--- src/sv/ioapic_pkg.sv ---
// ioapic_pkg: payload structs, function codes and entry constants for the
// IOAPIC redirection controller. No dependencies.
package ioapic_pkg;

	typedef enum logic [2:0] {
		FN_RD     = 3'd0,
		FN_WR     = 3'd1,
		FN_ASSERT = 3'd2,
		FN_DEASRT = 3'd3,
		FN_PULSE  = 3'd4,
		FN_EOI    = 3'd5
	} func_t;

	localparam logic [7:0] OFF_INDEX  = 8'h00;
	localparam logic [7:0] OFF_WINDOW = 8'h10;
	localparam logic [7:0] OFF_EOI    = 8'h40;
	localparam logic [7:0] VERSION_ID = 8'h11;
	localparam logic [63:0] RESET_ENTRY = 64'h0001000000010000;
	localparam logic [31:0] RO_LOW = 32'h0000_5000;
	localparam int B_POL   = 13;
	localparam int B_RIRR  = 14;
	localparam int B_LEVEL = 15;
	localparam int B_MASK  = 16;

	typedef struct packed {
		logic [2:0]  func;
		logic [7:0]  offset;
		logic [31:0] wdata;
		logic [5:0]  pin_number;
		logic [7:0]  eoi_vector;
	} in_t;

	typedef struct packed {
		logic        kind;
		logic [31:0] read_data;
		logic [7:0]  int_vector;
		logic [7:0]  destination;
		logic        dest_physical;
		logic [2:0]  delivery_mode;
		logic        level_trigger;
		logic        error;
		logic        tmr_update;
		logic        remap_request;
		logic        last;
	} out_t;

	function automatic out_t msg_of(input logic [63:0] e);
		out_t r;
		r = '0;
		r.kind = 1'b1;
		r.int_vector = e[7:0];
		r.destination = e[63:56];
		r.dest_physical = ~e[11];
		r.delivery_mode = e[10:8];
		r.level_trigger = e[15];
		return r;
	endfunction

endpackage

--- src/sv/ioapic_front.sv ---
// ioapic_front: two-entry command queue.
// Depends on ioapic_pkg.
module ioapic_front (
	input  logic             clk,
	input  logic             arst_n,
	input  logic             valid,
	output logic             stall,
	input  ioapic_pkg::in_t  data,
	output logic             q_valid,
	input  logic             q_pop,
	output ioapic_pkg::in_t  q_data
);
	ioapic_pkg::in_t mem_q [2];
	logic rd_q, wr_q;
	logic [1:0] cnt_q;

	assign stall = cnt_q == 2'd2;
	assign q_valid = cnt_q != 2'd0;
	assign q_data = mem_q[rd_q];

	always_ff @(posedge clk) begin
		if (valid && !stall) mem_q[wr_q] <= data;
	end

	always_ff @(posedge clk or negedge arst_n) begin
		if (!arst_n) begin
			rd_q <= 1'b0;
			wr_q <= 1'b0;
			cnt_q <= 2'd0;
		end else begin
			if (valid && !stall) wr_q <= ~wr_q;
			if (q_pop) rd_q <= ~rd_q;
			cnt_q <= cnt_q + 2'(valid && !stall) - 2'(q_pop);
		end
	end
endmodule

--- src/sv/ioapic_back.sv ---
// ioapic_back: register file and sequencer that executes one command, scanning
// pins one per cycle for EOI while the output is not stalled. Depends on ioapic_pkg.
module ioapic_back #(
	parameter int PINS = 24
) (
	input  logic             clk,
	input  logic             arst_n,
	input  logic             cmd_valid,
	output logic             cmd_pop,
	input  ioapic_pkg::in_t  cmd,
	output logic             valid,
	input  logic             stall,
	output ioapic_pkg::out_t data
);
	localparam int PW = (PINS > 1) ? $clog2(PINS) : 1;

	typedef enum logic [2:0] {IDLE, PSTEP, EOI, DONE} st_t;

	st_t st_q;
	ioapic_pkg::in_t c_q;
	logic [63:0] tbl_q [PINS];
	logic [7:0]  cnt_q [PINS];
	logic [31:0] index_q, id_q;
	logic [PW-1:0] p_q;
	logic [31:0] evec_q;
	logic down_q, err_q, tmr_q, remap_q;
	logic [31:0] rd_q;
	ioapic_pkg::out_t o_q;
	logic ov_q;

	logic out_free;
	assign out_free = !ov_q || !stall;
	assign valid = ov_q;
	assign data = o_q;
	assign cmd_pop = (st_q == IDLE) && cmd_valid;

	// window decode
	logic [7:0] reg_idx;
	logic [7:0] k;
	logic win_ent;
	logic [PW-1:0] wp;
	logic [31:0] win_rd;
	always_comb begin
		reg_idx = cmd.offset == ioapic_pkg::OFF_WINDOW ? index_q[7:0] : index_q[7:0];
		k = reg_idx - 8'h10;
		win_ent = reg_idx >= 8'h10 && {1'b0, k} < 9'(2 * PINS);
		wp = PW'(k[7:1]);
		win_rd = 32'd0;
		if (reg_idx == 8'd0 || reg_idx == 8'd2) win_rd = id_q;
		else if (reg_idx == 8'd1)
			win_rd = {8'd0, 8'(PINS - 1), 8'd0, ioapic_pkg::VERSION_ID};
		else if (win_ent) win_rd = k[0] ? tbl_q[wp][63:32] : tbl_q[wp][31:0];
	end

	// entry write
	logic [63:0] oldv, newv, ch;
	always_comb begin
		oldv = tbl_q[wp];
		if (k[0]) newv = {cmd.wdata, oldv[31:0]};
		else newv = {oldv[63:32],
			(oldv[31:0] & ioapic_pkg::RO_LOW) | (cmd.wdata & ~ioapic_pkg::RO_LOW)};
		ch = oldv ^ newv;
	end

	// count step on current pin
	logic signed [7:0] oc, nc;
	always_comb begin
		oc = $signed(cnt_q[c_q.pin_number[PW-1:0]]);
		nc = oc;
		if (!down_q) begin
			if (oc < 8'sd127) nc = oc + 8'sd1;
		end else if (oc > -8'sd127) nc = oc - 8'sd1;
	end

	logic [63:0] se;
	logic signed [7:0] sc;
	logic [PW-1:0] cp;
	assign cp = c_q.pin_number[PW-1:0];
	assign se = tbl_q[p_q];
	assign sc = $signed(cnt_q[p_q]);

	ioapic_pkg::out_t comp;
	always_comb begin
		comp = '0;
		comp.read_data = rd_q;
		comp.error = err_q;
		comp.tmr_update = tmr_q;
		comp.remap_request = remap_q;
		comp.last = 1'b1;
	end

	always_ff @(posedge clk or negedge arst_n) begin
		if (!arst_n) begin
			st_q <= IDLE;
			ov_q <= 1'b0;
			index_q <= '0;
			id_q <= '0;
			for (int i = 0; i < PINS; i++) begin
				tbl_q[i] <= ioapic_pkg::RESET_ENTRY;
				cnt_q[i] <= '0;
			end
		end else begin
			if (ov_q && !stall) ov_q <= 1'b0;
			case (st_q)
				IDLE: if (cmd_valid) begin
					c_q <= cmd;
					rd_q <= '0;
					err_q <= 1'b0;
					tmr_q <= 1'b0;
					remap_q <= 1'b0;
					down_q <= cmd.func == ioapic_pkg::FN_DEASRT;
					p_q <= '0;
					st_q <= DONE;
					case (cmd.func)
						ioapic_pkg::FN_RD: begin
							if (cmd.offset == ioapic_pkg::OFF_INDEX) rd_q <= index_q;
							else if (cmd.offset == ioapic_pkg::OFF_WINDOW) rd_q <= win_rd;
						end
						ioapic_pkg::FN_WR: begin
							if (cmd.offset == ioapic_pkg::OFF_INDEX) index_q <= cmd.wdata;
							else if (cmd.offset == ioapic_pkg::OFF_EOI) begin
								evec_q <= cmd.wdata;
								st_q <= EOI;
							end else if (cmd.offset == ioapic_pkg::OFF_WINDOW) begin
								if (reg_idx == 8'd0) id_q <= {cmd.wdata[31:24], 24'd0};
								else if (win_ent) begin
									tbl_q[wp] <= newv;
									tmr_q <= |(ch & ~(64'(1) << ioapic_pkg::B_MASK)
										& ~(64'(1) << ioapic_pkg::B_POL));
									remap_q <= ch[ioapic_pkg::B_MASK] | ch[ioapic_pkg::B_LEVEL]
										| ch[ioapic_pkg::B_POL];
									// send after write: go to PSTEP when unmasked, remote IRR clear and count above zero
									if (!newv[ioapic_pkg::B_MASK] && !newv[ioapic_pkg::B_RIRR]
										&& $signed(cnt_q[wp]) > 8'sd0) begin
										p_q <= wp;
										st_q <= PSTEP;
									end
								end
							end
						end
						ioapic_pkg::FN_ASSERT, ioapic_pkg::FN_DEASRT, ioapic_pkg::FN_PULSE: begin
							if ({26'd0, cmd.pin_number} >= 32'(PINS)) err_q <= 1'b1;
							else st_q <= PSTEP;
						end
						ioapic_pkg::FN_EOI: begin
							evec_q <= {24'd0, cmd.eoi_vector};
							st_q <= EOI;
						end
						default: ;
					endcase
				end
				PSTEP: if (out_free) begin
					if (c_q.func == ioapic_pkg::FN_WR) begin
						// message for an entry write (unmasked already checked)
						if (se[ioapic_pkg::B_LEVEL]) tbl_q[p_q][ioapic_pkg::B_RIRR] <= 1'b1;
						o_q <= ioapic_pkg::msg_of(se);
						ov_q <= 1'b1;
						st_q <= DONE;
					end else begin
						cnt_q[cp] <= nc;
						if (nc < 0) err_q <= 1'b1;
						if (oc == 8'sd0 && nc == 8'sd1 && !tbl_q[cp][ioapic_pkg::B_MASK]) begin
							if (tbl_q[cp][ioapic_pkg::B_LEVEL])
								tbl_q[cp][ioapic_pkg::B_RIRR] <= 1'b1;
							o_q <= ioapic_pkg::msg_of(tbl_q[cp]);
							ov_q <= 1'b1;
						end
						if (c_q.func == ioapic_pkg::FN_PULSE && !down_q) down_q <= 1'b1;
						else st_q <= DONE;
					end
				end
				EOI: if (out_free) begin
					if (se[ioapic_pkg::B_RIRR] && {24'd0, se[7:0]} == evec_q) begin
						if (sc > 8'sd0 && !se[ioapic_pkg::B_MASK]) begin
							tbl_q[p_q][ioapic_pkg::B_RIRR] <= se[ioapic_pkg::B_LEVEL];
							o_q <= ioapic_pkg::msg_of(se);
							ov_q <= 1'b1;
						end else tbl_q[p_q][ioapic_pkg::B_RIRR] <= 1'b0;
					end
					if (32'(p_q) == 32'(PINS - 1)) st_q <= DONE;
					else p_q <= p_q + PW'(1);
				end
				DONE: if (out_free) begin
					o_q <= comp;
					ov_q <= 1'b1;
					st_q <= IDLE;
				end
				default: st_q <= IDLE;
			endcase
		end
	end
endmodule

--- src/sv/ioapic_redirection_controller.sv ---
// ioapic_redirection_controller: top level of the IOAPIC register block.
// Depends on ioapic_pkg, ioapic_front, ioapic_back.
//
// Usage: the request channel (req_valid/req_stall/req) carries MMIO
// accesses, pin events and EOI broadcasts. The response channel
// (rsp_valid/rsp_stall/rsp) returns zero or more interrupt messages in pin
// order, then one completion with last set.
// Flow: a command waits in a two-entry queue, then the back sequencer runs
// it; an entry write may send a message, a pulse steps the count up and then
// down, and an EOI (broadcast or register write) scans the pins in order, one
// pin per cycle of the scan loop while the response is not stalled.
// Throughput is one command at a time through the sequencer; the queue keeps
// accepting while results wait.
// Reset: index and ID clear, every entry reads masked, all counts zero.
// A stalled response holds its data; the sequencer waits and the queue
// stalls the request side once both entries are full.
module ioapic_redirection_controller #(
	parameter int PINS = 24
) (
	input  logic             clk,
	input  logic             arst_n,
	input  logic             req_valid,
	output logic             req_stall,
	input  ioapic_pkg::in_t  req,
	output logic             rsp_valid,
	input  logic             rsp_stall,
	output ioapic_pkg::out_t rsp
);
	logic q_valid, q_pop;
	ioapic_pkg::in_t q_data;

	ioapic_front u_front (
		.clk(clk), .arst_n(arst_n),
		.valid(req_valid), .stall(req_stall), .data(req),
		.q_valid(q_valid), .q_pop(q_pop), .q_data(q_data)
	);

	ioapic_back #(.PINS(PINS)) u_back (
		.clk(clk), .arst_n(arst_n),
		.cmd_valid(q_valid), .cmd_pop(q_pop), .cmd(q_data),
		.valid(rsp_valid), .stall(rsp_stall), .data(rsp)
	);
endmodule

--- config.mk ---
export PLATFORM = sky130hd
export DESIGN_NAME = ioapic_redirection_controller
export DESIGN_NICKNAME = d
export VERILOG_FILES = /design/src/sv/ioapic_pkg.sv /design/src/sv/ioapic_front.sv /design/src/sv/ioapic_back.sv /design/src/sv/ioapic_redirection_controller.sv
export SDC_FILE = /design/constraint.sdc
export NUM_CORES = 2
export LEC_CHECK = 0
export BUFFER_PORTS_ARGS = -buffer_cell sky130_fd_sc_hd__clkbuf_2
export CORE_MARGIN = 3
export CORE_UTILIZATION = 39
export CTS_BUF_LIST = sky130_fd_sc_hd__clkbuf_8
export DETAILED_ROUTE_END_ITERATION = 16
export HOLD_SLACK_MARGIN = 0.05
export PLACE_DENSITY = 0.53
export REMOVE_ABC_BUFFERS = 1
export SLEW_MARGIN = 20
export SYNTH_ARGS = -nofsm -noshare
export SYNTH_HDL_FRONTEND = slang
export SYNTH_SLANG_ARGS = --single-unit
--- constraint.sdc ---
create_clock -name clk -period 8.7 [get_ports clk]
set_clock_uncertainty 0.15 [all_clocks]
set_input_delay 1.74 -clock clk [delete_from_list [all_inputs] [get_ports clk]]
set_output_delay 1.74 -clock clk [all_outputs]
set_load 0.1 [all_outputs]
==> flow_summary_export.csv <==
group,metric,value,unit
synthesis,synth_edf_count,253,
pwr,p_per_area,278,nW/um^2
floorplanning,std_cell_rows,184,
pwr,p_leak,45.3,nW
clock_network,ctsHoldBuffers,0,
timing,period_needed,6.87,ns
worst_setup_path,startpoint,"u_back.p_q[4]",
timing,fin_setup_tns,0,ns
worst_setup_path,crit_required,9.46,ns
clock_network,clk_pin_slew,0.06,ns
global_routing,grtUsageTotal,30.6,%
clock_network,clockRootBuffer,"clkbuf_8",
synthesis,synth_top_cell_area_share,43.4,%
floorplanning,die_w,512,um
detailed_routing,drc_errors,0,
worst_setup_path,cp-endpoint,"u_back.tbl_q[514]",
layout,syn_to_final_growth,12.3,%
worst_setup_path,r2r_start,"u_back.p_q[4]",
clock_network,clock-sinks,2028,
detailed_routing,drtIter0Drc,10400,
worst_setup_path,cp-start-kind,"flop",
clock_network,cts_setup_buffers,0,
synthesis,synth-async-reset-ratio,87.5,%
detailed_routing,drt-total-wl,409,mm
clock_network,cts_tree,"yes",
synthesis,synth_area_per_cell,13.1,um^2
worst_setup_path,crit_arrival,7.63,ns
floorplanning,core-area,253000,um^2
timing,holdWs,0.330,ns
placement,io_buffers,120,
worst_setup_path,crit_family,"simple AND/OR/NAND/NOR gates",
timing,maxSlewViolCount,0,
worst_setup_path,slowest_stage,"nor2_1",
worst_setup_path,crit_path_max_fanout,35,
timing,fin_crit_sh,79.0,%
timing,worst_slew_pin_slew,1.25,ns
worst_setup_path,path_depth,12,
detailed_routing,routed_via_density,6.80,
timing,final_hold_viol_count,0,
timing,rsz0062_at_grt,"no",
floorplanning,start_util,39.4,%
layout,final_core_util,44.3,%
global_routing,antenna_found_initial,23,
clock_network,clk_latency,1.17,ns
global_routing,grt_start_max_net_pins,160,
placement,dp_hpwl,241,mm
floorplanning,ios,121,
layout,nFillCells,23000,
timing,setup_viol,0,
synthesis,synth_area,99700,um^2
detailed_routing,vias,76500,
floorplanning,die_area,262000,um^2
timing,clock.fmax,0.146,GHz
synthesis,synthFlopType,"dfrtp_1",
worst_hold_path,hold_path_class,"reg2reg",
global_routing,grt_pass1_vias,76300,
worst_setup_path,cp_slowest_stage_delay,0.95,ns
worst_setup_path,worst-setup-path-type,"reg2reg",
clock_network,cts_buffers,375,
worst_setup_path,ff2ff_setup_slack,1.83,ns
worst_setup_path,cp.buffers_inverters,1,
synthesis,yosys_warnings,0,
synthesis,seq_area_frac_synth,52.2,%
flow_run,cap_violations,0,
synthesis,ys_types,80,
placement,place_congestion,0.939,
outcome,outcome,"finished, final reports clean",
synthesis,synthCells,7622,
clock_network,cts_buffer_depth,4,
synthesis,synth_area_leaders,"dfrtp_1, mux4_2, o2bb2ai_1, edfxtp_1, mux2i_1",
synthesis,yosys_register_bits,2028,
detailed_routing,wl_per_cell,36.3,um
synthesis,synth_top_cell_by_area,"dfrtp_1",
detailed_routing,postRouteAntennaNets,0,
timing,slew_headroom,16.6,%
worst_setup_path,r2r-end,"u_back.tbl_q[514]",
clock_network,htree_levels,5,
floorplanning,die_h,512,um
global_routing,grt_pass1_wl,582,mm
detailed_routing,first_pass_iters,8,
worst_setup_path,endpoint_kind,"flop",
layout,nNetsFinal,7684,
global_routing,grt-ovfl-total,0,
worst_setup_path,r2r_cells,12,
layout,drive_gt1_share,22.9,%
pwr,vdd_drop_max,0.000365,V
clock_network,cts_resized,0,
worst_setup_path,critical_path.cell_chain,"nand2b_1, nor2_1, a22oi_1, nand2_1, xor2_1, nor4_1, nand3b_1, a2111o_2, nor2_8, nand3_4, buf_4, o2bb2ai_1",
## where the power goes
part	total, W	switching, W	internal, W
registers	0.0110	0.000602	0.0104
logic	0.0108	0.00854	0.00229
clock network	0.00929	0.00427	0.00502
total	0.0311	0.0134	0.0177
## layout by cell type (no fill, tap or decap), drive strengths merged, types with 17 or more instances in the layout
cell,instances
nor2,468
mux4,648
diode,19
edfxtp,253
dfstp,48
mux2,60
mux2i,417
o221ai,39
clkbuf,589
a31oi,26
nor3,62
nand2,325
and2,45
dfrtp,1727
nand3,48
inv,170
buf,302
clkinv,41
nor4,41
o21ai,257
xnor2,17
a21oi,341
a211oi,21
o22ai,124
ha,20
a22oi,53
o2bb2ai,1512
## logic make-up after synthesis
group | share of synthesized area [%]
AOI/OAI and AO/OA | 19.0
muxes | 19.5
and+or+nand+nor | 5.10
adders and majority gates | 0.251
xor gates and xnor gates | 0.281
buffers and inverters | 3.57
DFF | 52.2
## worst min path at each step
stage	startpoint	end	depth (start not counted)
floorplan	u_back.id_q[24]	u_back.id_q[24]	2
global placement	u_back.id_q[31]	u_back.id_q[31]	2
detailed placement	u_back.tbl_q[1364]	u_back.tbl_q[1364]	1
CTS	u_back.tbl_q[304]	u_back.tbl_q[304]	1
global route	u_back.tbl_q[112]	u_back.tbl_q[112]	1
finish	u_back.tbl_q[1364]	u_back.tbl_q[1364]	1
## synth_stat cells, types with 36 or more instances
master        n
nor3_1       61
a22oi_1      53
and2_1       45
nand3_1      36
nand2_1     313
edfxtp_1    253
o21ai_0     186
dfrtp_1    1727
o2bb2ai_1  1512
o21ai_1      71
nor4_1       39
buf_1        87
mux4_2      648
dfstp_2      48
a21oi_1     340
mux2i_1     417
clkbuf_1    477
nor2_1      464
mux2_2       39
o22ai_1     124
buf_2       235
o221ai_1     39
## metrics by stage
| step | cell area (um^2) | instances | total power (W) | setup WS (ns) |
|---|---|---|---|---|
| final | 112000 | 11300 | 0.0311 | 1.83 |
| after global routing | 112000 | 11200 | 0.0319 | 1.90 |
| after CTS | 112000 | 11200 | 0.0309 | 2.18 |
| after detailed placement | 104000 | 10600 | 0.0216 | 2.17 |
| after global placement | 104000 | 10600 | 0.0215 | 2.28 |
| after floorplan | 96200 | 6805 | 0.0164 | -11.34 |
## flip-flops by register name, indices dropped and copies added (netlist names), 5 cells and up
register,count
u_back.c_q,8
u_back.cnt_q,192
u_back.data,58
u_back.evec_q,32
u_back.id_q,8
u_back.index_q,32
u_back.p_q,5
u_back.rd_q,32
u_back.tbl_q,1536
u_front.mem_q,114
## per-layer routing
layer	track usage, %	share of wire (%)	vias to the layer above
li1	-	-	30100
met1	41.5	40	40100
met2	44.6	43	5098
met3	9.13	11	1114
met4	15.3	5.6	6
met5	0	0.0095	-
## final cells by class
class / count / area [um^2] / share of cell area (%)
inverter: 32 / 128 / 0.114
sequential: 2028 / 52100 / 46.5
clock buffer: 470 / 6470 / 5.78
clock inverter: 187 / 966 / 0.863
antenna: 19 / 47.5 / 0.0425
tap: 3348 / 4190 / 3.74
multi-input combinational: 4745 / 44800 / 40.0
timing repair buffer: 421 / 3260 / 2.91
(Power assumes the default switching activity.)
